$ cat src/sv/bers_ram.sv
module bers_ram #(
    parameter int WIDTH = 16,
    parameter int DEPTH = 240
) (
    input  logic                     clk,
    input  logic                     we,
    input  logic [$clog2(DEPTH)-1:0] waddr,
    input  logic [WIDTH-1:0]         wdata,
    input  logic [$clog2(DEPTH)-1:0] raddr,
    output logic [WIDTH-1:0]         rdata
);

    logic [WIDTH-1:0] mem [DEPTH];
    logic [WIDTH-1:0] rdata_reg;

    always_ff @(posedge clk)
    begin
        if (we)
        begin
            mem[waddr] <= wdata;
        end
        rdata_reg <= mem[raddr];
    end

    assign rdata = rdata_reg;

endmodule

$ cat config.mk
export PLATFORM = sky130hd
export DESIGN_NAME = bers_ram
export DESIGN_NICKNAME = d
export VERILOG_FILES = /design/src/sv/bers_ram.sv
export SDC_FILE = /design/constraint.sdc
export NUM_CORES = 2
export LEC_CHECK = 0
export BUFFER_PORTS_ARGS = -buffer_cell sky130_fd_sc_hd__buf_2
export CAP_MARGIN = 20
export CORE_ASPECT_RATIO = 0.7
export CORE_MARGIN = 2
export CORE_UTILIZATION = 57
export DETAILED_ROUTE_END_ITERATION = 10
export PLACE_DENSITY = 0.77
export SLEW_MARGIN = 40
export SYNTH_ARGS = -nofsm -noshare
export SYNTH_HDL_FRONTEND = slang
export SYNTH_SLANG_ARGS = --single-unit
$ cat constraint.sdc
create_clock -name clk -period 3.3 [get_ports clk]
set_input_delay 0.99 -clock clk [delete_from_list [all_inputs] [get_ports clk]]
set_output_delay 0.99 -clock clk [all_outputs]
set_load 0.03 [all_outputs]
==> results <==
- The post-synthesis cell type count is between 70 and 80.
- Before CTS, the worst setup slack after placement is -0.8720 ns.
- In this run the worst hold path is classified as in2reg.
- The global-route wire length before repair is between 600 and 700 mm.
- The tree built by TritonCTS fans out to between 3k and 4k sinks.
- For this design the top-level I/O count stands at 50.
- On the final layout, the worst clock skew is roughly 0.035 ns.
- Max-cap violations in this run came to 0.
- The final count of pins violating max slew is 0.
- The TritonCTS clock tree is built.
- The capture point of the critical path is rdata[6]$_DFF_P_.
- Of all nets on the critical path, the largest fanout is 19.
- The filler cell count is around 15k.
- The headroom to the max-slew limit is 0.4120.
- In the routed design, unresolved DRC markers number 0.
- The ratio of final minimum period to clock period is 0.9980.
- The area taken by multi-input logic gates is roughly 0.031 mm2.
- The run finished with clean final reports.
- Leaving out fill and tap cells, the most frequent cell in the layout is edfxtp_1.
- For this design, the CTS-stage hold fixing added 0 buffers.
- For this run, the share of the core covered by cells in the final layout is 0.6658.
- For this design the static power due to leakage is 55.40 nW.
- For this design the ratio of total power to cell area is 572.1 mW/mm2.
- The clock passes through at most 4 buffers.
- The worst-case IR drop observed on VDD is approximately 0.00050 V.
- The setup slack on the worst flop-to-flop path is slightly below 0.4 ns.
- The number of nets at the end of the flow is between 7k and 8k.
- Clock tree synthesis selected as its root buffer the cell clkbuf_16.
- The worst reg2reg path startpoint is mem[56][12]$_DFFE_PP_.
- The number of buffers added on ports is just under 50.
- For the worst setup path, the data arrival time is ~4.1 ns.
- Walking the worst path, the cells encountered are buf_12 -> buf_12 -> buf_4 -> mux4_2 -> mux4_2 -> nor2_1 -> nor4_2 -> nand2_1 -> buf_4 -> a211oi_1.
- Yosys printed 0 warnings.
- The number of global-route vias before repair came to ~80k.
- Global routing finished with a remaining overflow of 0.
- In the synthesized netlist, the number of instances is approximately 6.4k.
- Once detail routing completed, the nets flagged for antenna violations numbered 0.
- The area taken by flip-flops and latches is ~0.12 mm2.
- The synthesized flop and latch total is between 3k and 4k.
- Among all flip-flop cells after synthesis, the most frequent one is edfxtp_1.
- From synthesis to final layout, the design area changed by 15.76%.
- The initial antenna violation count came to 39.
- After layout, the worst setup slack is slightly below 0.007 ns.
- The required time reported for the critical path endpoint is just over 4 ns.
- The final estimated routing congestion in global placement is 0.9777.
- The worst setup path is captured at a flip-flop.
- The initial core utilization is 0.5752.
- Wires add up to 438.9 mm.
- Hold is met by 0.4947 ns.
- The register area share after synthesis is 0.7762.
- The kind of cell adding the most delay to the critical path is multiplexers.
- The number of flip-flops under the largest register name is roughly 3.8k.
- The routed length per instance is 39.02 um.
- Across all layers, the routed design uses between 70k and 80k vias.
- The cell total after placement is ~11k.
- The setup-violating endpoint count in the final report is 0.
- The number of DRC violations after detailed-routing iteration 0 is 15.74k.
- In this design, the stage delay of the slowest critical-path cell is between 0.5 and 0.6 ns.
- Counting buffers and inverters, the worst setup path is 10 cells deep.
- The floorplan has 156 rows.
- With fillers left out, the area of the finished cells amounts to about 0.17 mm2.
- Of the cells placed in the final design, the portion with a size suffix greater than 1 is 0.3496.
- The clock transition at the registers of the reported paths is ~0.070 ns.
- Counting I/O delays and the setup requirement, the final critical path takes 3.293 ns.
- In the layout the commonest cells are edfxtp_1, mux4_2, buf_4, clkbuf_16, buf_12.
- The critical path starts at raddr[0].
- The pin count of the biggest net entering global routing is ~120.
- The number of flops mapped to enable cells by yosys is 3,840.
- The share of flip-flops with an asynchronous set or reset after synthesis is 0.
- The mean cell area of the mapped netlist is approximately 23 um2.
- The highest achievable clock rate is 0.3036 GHz.
- Excluding fillers, the count of instances in the completed layout stands at roughly 11k.
- STA classifies the critical path startpoint as a primary input.
- The latest clock arrival within the worst-skew pair is between 0.8 and 0.9 ns.
- From left edge to right edge, the die measures 615.0 um.
- The y dimension of the die is 431.7 um.
- After legalization and detailed placement, the total HPWL measured 266.1 mm.
- The final number of hold-violating endpoints is 0.
- The cell at the slowest stage of the critical path is mux4_2.
- The via density per instance is 7.062.
- After floorplanning, the core was sized to cover ~0.26 mm2.
- The count of buffering cells on the critical path with inverters included is 4.
- The cell type with the highest aggregate area in the netlist is edfxtp_1.
- Sorting the synthesized cells by area gives the leading types as edfxtp_1, mux4_2, mux2i_1.
- The worst register-to-register path ends at rdata[12]$_DFF_P_.
- Setup repair after global routing left no endpoint under its margin.
- The logic depth of the worst register-to-register path is 8.
- At the pin with the least slew margin, the transition time is 0.8811 ns.
- The overall die area is about 0.27 mm2.
- The share of synthesized area in the top cell type comes to 0.7740.
- The type of the worst setup path is in2reg.
- The synthesized netlist occupies a cell area of between 0.1 and 0.15 mm2.
- Counting the buffers created by CTS gives approximately 330.
- The number of iterations in the first detailed-routing pass is 8.
- The H-tree generated during clock tree synthesis spans 5 levels.
- Once placement finished, the instance area stood at ~0.16 mm2.
- When the netlist entered floorplanning its net count stood at ~6.5k.
- The overall global routing resource usage is 0.3310.
-- metal layers --
layer	global-route usage	wire [um]
met5	0.001263	228
met4	0.1272	21350
met3	0.1207	76860
met2	0.4842	194100
met1	0.4609	146400
-- cell families after synthesis --
family / count (synthesis) / synth area share
AO/OA/AOI/OAI: 305 / 0.01522
buffers and inverters: 379 / 0.01807
flip-flops: 3856 / 0.7762
multiplexers: 1230 / 0.1707
AND/OR/NAND/NOR: 669 / 0.01983
-- metrics by stage --
stage          TNS, ns  power (W)
6_report             0    0.09865
5_1_grt              0     0.1004
4_1_cts              0    0.09853
3_5_place_dp    -10.61    0.06096
3_3_place_gp    -11.06    0.06080
2_1_floorplan        0    0.05782
-- Yosys cell counts (5+ instances only) --
library cell and instances:
edfxtp_1 3840, mux4_2 1008, nor2_1 305, nand2_1 171, mux2i_1 166, clkbuf_1 119
buf_2 97, buf_6 63, nand3_1 60, a22oi_1 45, o22ai_1 38, buf_4 30
mux4_1 29, mux2_2 27, o21ai_0 27, a21oi_1 26, nand4_1 25, nor2b_1 25
a221oi_1 23, buf_12 20, a211oi_1 19, buf_1 19, a31oi_1 18, a22o_1 16
dfxtp_1 16, o221ai_1 15, a32oi_1 13, buf_8 13, nor3_1 13, nor4_1 13
and3_1 12, and2_1 10, clkbuf_8 9, nand2b_1 9, o211ai_1 7, inv_1 6
a221o_1 5, a311oi_1 5, o21ai_1 5, or2_2 5
-- what timing repair did --
item	CTS	global route
setup endpoints to repair	1	3
pin swaps	0	0
setup buffers	0	0
resized for setup	1	3
-- worst min-delay path by stage --
stage,startpoint,end,slack [ns],cells past startpoint
5_1_grt,wdata[14],mem[116][14]$_DFFE_PP_,0.49,1
2_1_floorplan,mem[236][2]$_DFFE_PP_,rdata[2]$_DFF_P_,0.82,5
6_report,wdata[14],mem[175][14]$_DFFE_PP_,0.49,1
3_5_place_dp,mem[16][4]$_DFFE_PP_,rdata[4]$_DFF_P_,1.03,6
4_1_cts,wdata[14],mem[175][14]$_DFFE_PP_,0.45,1
3_3_place_gp,mem[236][2]$_DFFE_PP_,rdata[2]$_DFF_P_,1.01,5
-- layout make-up --
cell class,instances,area share
Sequential cell,3856,0.6705
Multi-Input combinational cell,2204,0.1795
Timing Repair Buffer,1097,0.06433
Clock buffer,419,0.05146
Tap cell,3476,0.02522
Clock inverter,170,0.008424
Inverter,9,0.0002975
Antenna cell,18,0.0002612
-- power by group --
group	switching, W	leakage, nW	internal, W
clock network	0.0175	5.04	0.0210
registers	0.000106	34.6	0.0539
logic	0.00378	15.7	0.00238
total	0.0214	55.4	0.0773
Note: power is estimated with default switching activity, not from simulation.
