**config.mk**
```make
export PLATFORM = sky130hd
export DESIGN_NAME = bers_div
export DESIGN_NICKNAME = d
export VERILOG_FILES = /design/src/sv/bers_pkg.sv /design/src/sv/bers_div.sv
export SDC_FILE = /design/constraint.sdc
export NUM_CORES = 1
export LEC_CHECK = 0
export BUFFER_PORTS_ARGS = -buffer_cell sky130_fd_sc_hd__buf_2
export CAP_MARGIN = 20
export CORE_UTILIZATION = 36
export DETAILED_ROUTE_END_ITERATION = 10
export GPL_TIMING_DRIVEN = 0
export PLACE_DENSITY = 0.63
export SYNTH_ARGS = -nofsm -noshare
export SYNTH_HDL_FRONTEND = slang
export SYNTH_SLANG_ARGS = --single-unit
```
**constraint.sdc**
```tcl
create_clock -name clk -period 6.91 [get_ports clk]
set_clock_uncertainty 0.2 [all_clocks]
set_input_delay 1.0365 -clock clk [delete_from_list [all_inputs] [get_ports clk]]
set_output_delay 1.0365 -clock clk [all_outputs]
set_load 0.02 [all_outputs]
```
**src/sv/bers_pkg.sv**
```systemverilog
package bers_pkg;

    localparam int unsigned SECS_PER_MIN = 60;
    localparam int unsigned COUNT_W      = 16;
    localparam int unsigned TIME_W       = 32;
    localparam int unsigned SEC_W        = 6;
    localparam int unsigned DVR_W        = 7;
    localparam int unsigned ONE_W        = 17;
    localparam int unsigned FIVE_W       = 20;
    localparam int unsigned FIFTEEN_W    = 21;
    localparam int unsigned STYPE_W      = 4;
    localparam int unsigned ETYPE_W      = 8;

    localparam logic OP_RECORD  = 1'b0;
    localparam logic OP_COMPUTE = 1'b1;

    localparam logic STATUS_OK       = 1'b0;
    localparam logic STATUS_BAD_TYPE = 1'b1;

    typedef enum logic [4:0] {
        ST_CLEAR,
        ST_IDLE,
        ST_DIV_NB,
        ST_WAIT_NB,
        ST_DIV_MOD,
        ST_WAIT_MOD,
        ST_DIV_S,
        ST_WAIT_S,
        ST_ROLL,
        ST_WIPE,
        ST_SPILL_RD,
        ST_SPILL_WR,
        ST_INC_RD,
        ST_INC_WR,
        ST_CUR_RD,
        ST_PRV_RD,
        ST_PRV_CAP,
        ST_DIV_P,
        ST_WAIT_P,
        ST_DIV_C,
        ST_WAIT_C,
        ST_NEXT_X,
        ST_OUT
    } state_t;

endpackage

```
**src/sv/bers_div.sv**
```systemverilog
module bers_div #(
    parameter int NUM_BUCKETS = 15
) (
    input  logic                         clk,
    input  logic                         rst_n,
    input  logic                         go,
    input  logic [bers_pkg::TIME_W-1:0]  dividend,
    input  logic                         by_min,
    output logic                         done,
    output logic [bers_pkg::TIME_W-1:0]  quot,
    output logic [bers_pkg::DVR_W-1:0]   rem
);

    // A division by 60 is a shift right by two followed by a division by 15.
    // Division by 15 or by NUM_BUCKETS is a multiply by a rounded-up reciprocal
    // and a shift by 34 bits, which is exact for operands below 2^30.
    localparam int TW    = bers_pkg::TIME_W;
    localparam int DW    = bers_pkg::DVR_W;
    localparam int RSH   = 34;
    localparam int NW    = 30;
    localparam int MW    = 31;
    localparam int PRW   = NW + MW;
    localparam int QW    = PRW - RSH;
    localparam int QDW   = 2 * DW;
    localparam logic [63:0] MIN_REC = ((64'd1 << RSH) + 64'd14) / 64'd15;
    localparam logic [63:0] NB_REC  = ((64'd1 << RSH) + 64'(NUM_BUCKETS - 1))
                                      / 64'(NUM_BUCKETS);
    localparam logic [DW-1:0] MIN_DVR = DW'(bers_pkg::SECS_PER_MIN);
    localparam logic [DW-1:0] NB_DVR  = DW'(NUM_BUCKETS);

    logic              v1_reg, v2_reg, done_reg;
    logic              min_reg, min_next;
    logic [NW-1:0]     n_reg, n_next;
    logic [TW-1:0]     x_reg, x_next;
    logic [PRW-1:0]    prod_reg, prod_next;
    logic [TW-1:0]     quot_reg, quot_next;
    logic [DW-1:0]     rem_reg, rem_next;
    logic [MW-1:0]     recip;
    logic [DW-1:0]     dvr;
    logic [QW-1:0]     q;
    logic [QDW-1:0]    qd;

    always_comb
    begin
        n_next    = n_reg;
        x_next    = x_reg;
        min_next  = min_reg;
        quot_next = quot_reg;
        rem_next  = rem_reg;
        if (go)
        begin
            n_next   = by_min ? dividend[TW-1:2] : dividend[NW-1:0];
            x_next   = dividend;
            min_next = by_min;
        end
        recip     = min_reg ? MIN_REC[MW-1:0] : NB_REC[MW-1:0];
        dvr       = min_reg ? MIN_DVR : NB_DVR;
        prod_next = PRW'(n_reg) * PRW'(recip);
        q         = prod_reg[PRW-1:RSH];
        qd        = QDW'(q[DW-1:0]) * QDW'(dvr);
        if (v2_reg)
        begin
            quot_next = TW'(q);
            rem_next  = DW'(x_reg[DW-1:0] - qd[DW-1:0]);
        end
    end

    always_ff @(posedge clk or negedge rst_n)
    begin
        if (!rst_n)
        begin
            v1_reg   <= 1'b0;
            v2_reg   <= 1'b0;
            done_reg <= 1'b0;
        end
        else
        begin
            v1_reg   <= go;
            v2_reg   <= v1_reg;
            done_reg <= v2_reg;
        end
    end

    always_ff @(posedge clk)
    begin
        n_reg    <= n_next;
        x_reg    <= x_next;
        min_reg  <= min_next;
        prod_reg <= prod_next;
        quot_reg <= quot_next;
        rem_reg  <= rem_next;
    end

    assign done = done_reg;
    assign quot = quot_reg;
    assign rem  = rem_reg;

endmodule

```
==> metrics, run 1 <==
Reg clk slew, reported paths=70 ps; reg2reg end=prod_reg[45]; most common cell in the netlist=ha_1; slew margin rel.=0.363; final setup fails=0; Mapped Area=12700 um^2; # DRC=0; Worst Setup Slack, final=approximately 240 ps; DRT antenna net count=0; hold crit path type=reg -> reg; Die Y-Extent=approximately 190 um; CP max-delay cell=fa_1; Synth Area in Adders=0.498; fraction of synthesis flops using an asynchronous set or reset pin=0.0294; crit path DAT=a little under 7000 ps; register-to-register setup slack=240 ps; fraction of synthesized area in multiplexers=0.0274; num rows=68; Vias=8486; PortBufs=70; Period Utilization, post-route=0.966; post-synth top area cell=ha_1; Hold Violations, Final=0; nets=1740; crit path buf inv count=4; CTS HTree Levels=3; Die Wd=190 um; First-pass DRT Iterations=7; first-pass GRT wire length=44.0 mm; Synth Area in XOR/XNOR=0.0234; CP top delay family=adder cells; Largest register FFs=30; grt ovf=0; share of the synthesized area in the top cell type=0.286; ys flop type=edfxtp_1; worst skew pair latency=380 ps; outcome=finished, final reports clean; largest family of logic cells by synthesized area=adder cells; DP HPWL=23.5 mm; Compound-Gate Fraction of Synth Area=0.0833; Mapped Cells=1191; top cells by count, synth=290 x ha_1, 275 x inv_1, 134 x fa_1; number of global-route vias before repair=8624; initial antenna violation count=0; Achievable Freq=150 MHz; drt total wl=around 27 mm; Worst setup SP type=flip-flop; CTS Root Cell=clkbuf_16; number of synthesized flops with an enable pin=between 70 and 80; hold buffer count at CTS=0; # clock sinks=roughly 100; GP Congestion=~0.93; WHS Endpoint=v2_reg; Syn. warnings=0; Post-Synth Simple-Gate Area=0.0603; global router's overall resource usage=0.159; Slew Viols, Final=0; Critical Path RT=6960 ps; die area=~36000 um^2; mean post-synth cell area=10.6 um^2; TritonCTS clock tree=built; Max FO, Critical Path=7; Min-Delay Path Depth=0; initial core utilization=0.366; post-synthesis to final-layout area growth=10.2%; Via density=between 4 and 5; Setup crit end kind=flip-flop; post-DR wirelength/cell=15.4 um; initial drt markers=479; Clock Tree Buf Depth=2; max cap viols=0; R2R depth=20; type of the worst setup path=reg -> reg; share of layout cells above drive strength 1=0.121; CP peak stage delay=630 ps; number of I/O pins=76; minimum clock period=around 6700 ps; Core Footprint=34600 um^2; min-delay src=v1_reg; Seq/Total Area, Yosys=0.219; setup total negative slack=0 ps; largest net degree at the start of global routing=40; Synth Register Bits=102; worst slew pin tran=approximately 960 ps; Yosys cell types=70; CTS Buf Count=9; RSZ-0062 raised after global routing=no; diode count=0; worst slack at placement=just under 90 ps; Area contributors post-synth=ha_1 29%, fa_1 21%, edfxtp_1 17%, inv_1 8.1%, dfxtp_1 4.3%; Critical R2R Launch=n_reg[6]; crit-path cells=ha_1 -> ha_1 -> inv_1 -> fa_1 -> inv_1 -> fa_1 -> inv_1 -> fa_1 -> inv_1 -> fa_1 -> ha_1 -> ha_1 -> nand4_1 -> nor3_2 -> nand4_1 -> nor3_4 -> o21bai_2 -> a21oi_4 -> nor4_1 -> a311o_1
[stage by stage]
step / hold WS (ps) / cell area [um^2] / std cells / utilization
2_1_floorplan: 131 / 12700 / 1195 / -
3_3_place_gp: 135 / 13600 / 1720 / 0.393
3_5_place_dp: 142 / 13600 / 1720 / 0.393
4_1_cts: 158 / 13900 / 1736 / 0.402
5_1_grt: 180 / 14000 / 1740 / 0.403
6_report: 154 / 14000 / 1740 / 0.403
[area by class of cell]
class / instances / area [um^2]
Buffer: 16 / 92.6
Clock buffer: 13 / 262
Clock inverter: 3 / 26.3
Fill cell: 3366 / 20700
Inverter: 275 / 1030
Multi-Input combinational cell: 802 / 8830
Sequential cell: 102 / 2780
Tap cell: 455 / 569
Timing Repair Buffer: 74 / 380
[kinds of logic (layout without fill, tap and decap cells)]
| family | count (synthesis) | count (layout) |
|---|---|---|
| fa+ha+maj | 424 | 424 |
| buf+inv | 291 | 381 |
| compound gates | 160 | 160 |
| simple gates | 149 | 149 |
| flops | 102 | 102 |
| xor+xnor | 33 | 33 |
| mux | 31 | 31 |
| other cells | 1 | 5 |
[layout by cell type, fill, tap and decap left out, types with 7 or more instances in the layout]
| cell type | netlist | routed |
|---|---|---|
| dfxtp_1 | 27 | 27 |
| o21ai_0 | 25 | 25 |
| o21ai_1 | 8 | 7 |
| nand2b_1 | 10 | 10 |
| ha_1 | 290 | 290 |
| edfxtp_1 | 72 | 72 |
| o21bai_1 | 12 | 12 |
| clkbuf_16 | 0 | 10 |
| inv_1 | 275 | 275 |
| a21o_1 | 7 | 7 |
| nor3_1 | 14 | 12 |
| a21oi_1 | 59 | 59 |
| nand4_1 | 21 | 21 |
| nor2_1 | 32 | 32 |
| xnor2_1 | 24 | 24 |
| fa_1 | 134 | 134 |
| mux2_2 | 30 | 30 |
| buf_4 | 5 | 9 |
| nand2_1 | 37 | 36 |
| clkbuf_1 | 5 | 8 |
| buf_2 | 3 | 73 |
| o211ai_1 | 9 | 9 |
| xor2_1 | 8 | 8 |
| nand3_1 | 10 | 10 |
[worst max-delay path by stage]
stage / from / endpoint / slack (ps) / depth (start not counted)
finish: n_reg[6] / prod_reg[45] / 240 / 20
global route: n_reg[6] / prod_reg[45] / 30 / 20
detailed placement: n_reg[6] / prod_reg[57] / 90 / 20
floorplan: n_reg[6] / prod_reg[53] / 1200 / 19
global placement: n_reg[6] / prod_reg[57] / 150 / 20
CTS: n_reg[6] / prod_reg[57] / 40 / 20
[per-layer routing]
layer  part of all wire  GRT usage  vias up
met5                  0          0        -
met4              0.015     0.0425        0
met3              0.039     0.0264       20
met2               0.46      0.254      160
met1               0.49      0.222     4122
li1                   -          -     4184
[what timing repair did]
item	CTS	global route
endpoints found under the setup margin	0	13
buffers inserted	0	4
resized for setup	0	7
Power of run 1 is left out: the tool's default activity adds up to more than one toggle a clock period on the data nets, which glitch-free logic cannot reach.
==> run 2, diff against run 1 <==
--- a/config.mk
+++ b/config.mk
@@ -11,6 +11,7 @@
 export DETAILED_ROUTE_END_ITERATION = 10
 export GPL_TIMING_DRIVEN = 0
 export PLACE_DENSITY = 0.63
+export REMOVE_ABC_BUFFERS = 1
 export SYNTH_ARGS = -nofsm -noshare
 export SYNTH_HDL_FRONTEND = slang
 export SYNTH_SLANG_ARGS = --single-unit
==> run 2 against run 1 <==
Register-to-register slack gained 60 ps; core utilization shrank 0.29 points; hold slack lost 0.65 ps; critical endpoint unchanged; global-route usage fell by 0.22 points; largest cell class unchanged; first-iteration DRC count is 32% lower; cell count shrank 1.1%.
==> metrics, run 2 (synthesis gave the netlist of run 1 again) <==
Achievable Freq=151 MHz; outcome=finished, final reports clean; num rows=between 60 and 70; TritonCTS clock tree=built; setup total negative slack=0 ps; Placed Cells=about 1700; PortBufs=70; diode count=0; Setup Fix Bufs, Post-CTS=0; Via density=4.83; type of the worst setup path=reg -> reg; First-pass DRT Iterations=4; # clock sinks=102; Largest register FFs=30; global router's overall resource usage=0.157; post-DR wirelength/cell=15.3 um; initial drt markers=325; share of layout cells above drive strength 1=0.109; hold crit path type=reg -> reg; Vias=8315; CTS Root Cell=clkbuf_16; Hold Violations, Final=0; max cap viols=0; RSZ-0062 raised after global routing=no; final setup fails=0; Max FO, Critical Path=7; commonest non-fill, non-tap cell in the layout=ha_1; worst slew pin tran=around 950 ps; Period Utilization, post-route=0.958; grt ovf=0; worst slack at placement=108 ps; Worst Setup Slack, final=292 ps; DP HPWL=between 20 and 25 mm; initial core utilization=0.366; Reg clk slew, reported paths=70 ps; Worst setup SP type=flip-flop; # DRC=0; initial antenna violation count=0; most frequent cells in the layout=290 x ha_1, 275 x inv_1, 134 x fa_1, 72 x edfxtp_1, 70 x buf_2; Clock Tree Buf Depth=2; CTS HTree Levels=3; post-synthesis to final-layout area growth=9.36%; Critical Path RT=6970 ps; worst skew pair latency=380 ps; Die Wd=190 um; GP Congestion=about 0.9; die area=approximately 36000 um^2; crit path DAT=roughly 6700 ps; register-to-register setup slack=290 ps; number of global-route vias before repair=8699; Slew Viols, Final=0; number of I/O pins=76; Core Footprint=34600 um^2; post-route insts no fill=around 1700; Setup crit end kind=flip-flop; Hold WS=153 ps; CTS Buf Count=9; DRT antenna net count=0; minimum clock period=6620 ps; hold buffer count at CTS=0; largest net degree at the start of global routing=40; slew margin rel.=0.368; Die Y-Extent=190 um; first-pass GRT wire length=43.7 mm; drt total wl=~26 mm; nets=1721
==> run 2: cell count changes in the layout (fill, tap and decap cells not counted), sizes merged <==
cell / previous run / this run
clkinvlp: 0 / 1
bufinv: 0 / 1
clkbuf: 20 / 9
buf: 83 / 71
clkinv: 1 / 3
==> run 2: final cells by class <==
cell class | instances | area [um^2]
sequential | 102 | 2780
multi-input combinational | 802 | 8820
timing repair buffer | 71 | 378
tap | 455 | 569
fill | 3420 | 20800
clock buffer | 9 | 225
clock inverter | 7 | 71.3
inverter | 275 | 1030
==> run 2: final timing paths <==
check	to	depth (start not counted)	startpoint
worst max-delay path	prod_reg[45]	20	n_reg[10]
worst min register to register	v2_reg	0	v1_reg
worst max register to register	prod_reg[45]	20	n_reg[10]
worst min-delay path	v2_reg	0	v1_reg
min in group asynchronous	done	1	rst_n
max in group asynchronous	v1_reg	1	rst_n
==> run 2: critical path, stage by stage, from the launching register on <==
cell and delay, ps:
edfxtp_1 560, ha_1 410, ha_1 340, inv_1 100, fa_1 650, inv_1 120, fa_1 490, inv_1 50
fa_1 510, fa_1 570, inv_1 50, ha_1 280, ha_1 410, nand2_1 100, nor3_1 310, nand4_1 210
nor3_4 350, o21bai_2 140, a21oi_4 250, nor4_1 70, a311o_1 330
==> run 2: stage by stage <==
| step | utilization | area, um^2 |
|---|---|---|
| CTS | 0.400 | 13800 |
| floorplan | - | 12600 |
| finish | 0.401 | 13900 |
| global route | 0.401 | 13900 |
| global placement | 0.391 | 13500 |
| detailed placement | 0.391 | 13600 |
==> run 2: timing repair <==
item | in CTS | in global routing
endpoints found under the hold margin | 0 | 0
gates resized for setup | 0 | 4
endpoints found under the setup margin | 0 | 7
==> run 2: routing by layer <==
metal | vias up | share of wire | global-route usage
li1 | 4134 | - | -
met1 | 4030 | 0.48 | 0.214
met2 | 127 | 0.46 | 0.255
met3 | 24 | 0.038 | 0.0210
met4 | 0 | 0.021 | 0.0543
met5 | - | 0 | 0
Power of run 2 is left out for the same reason.
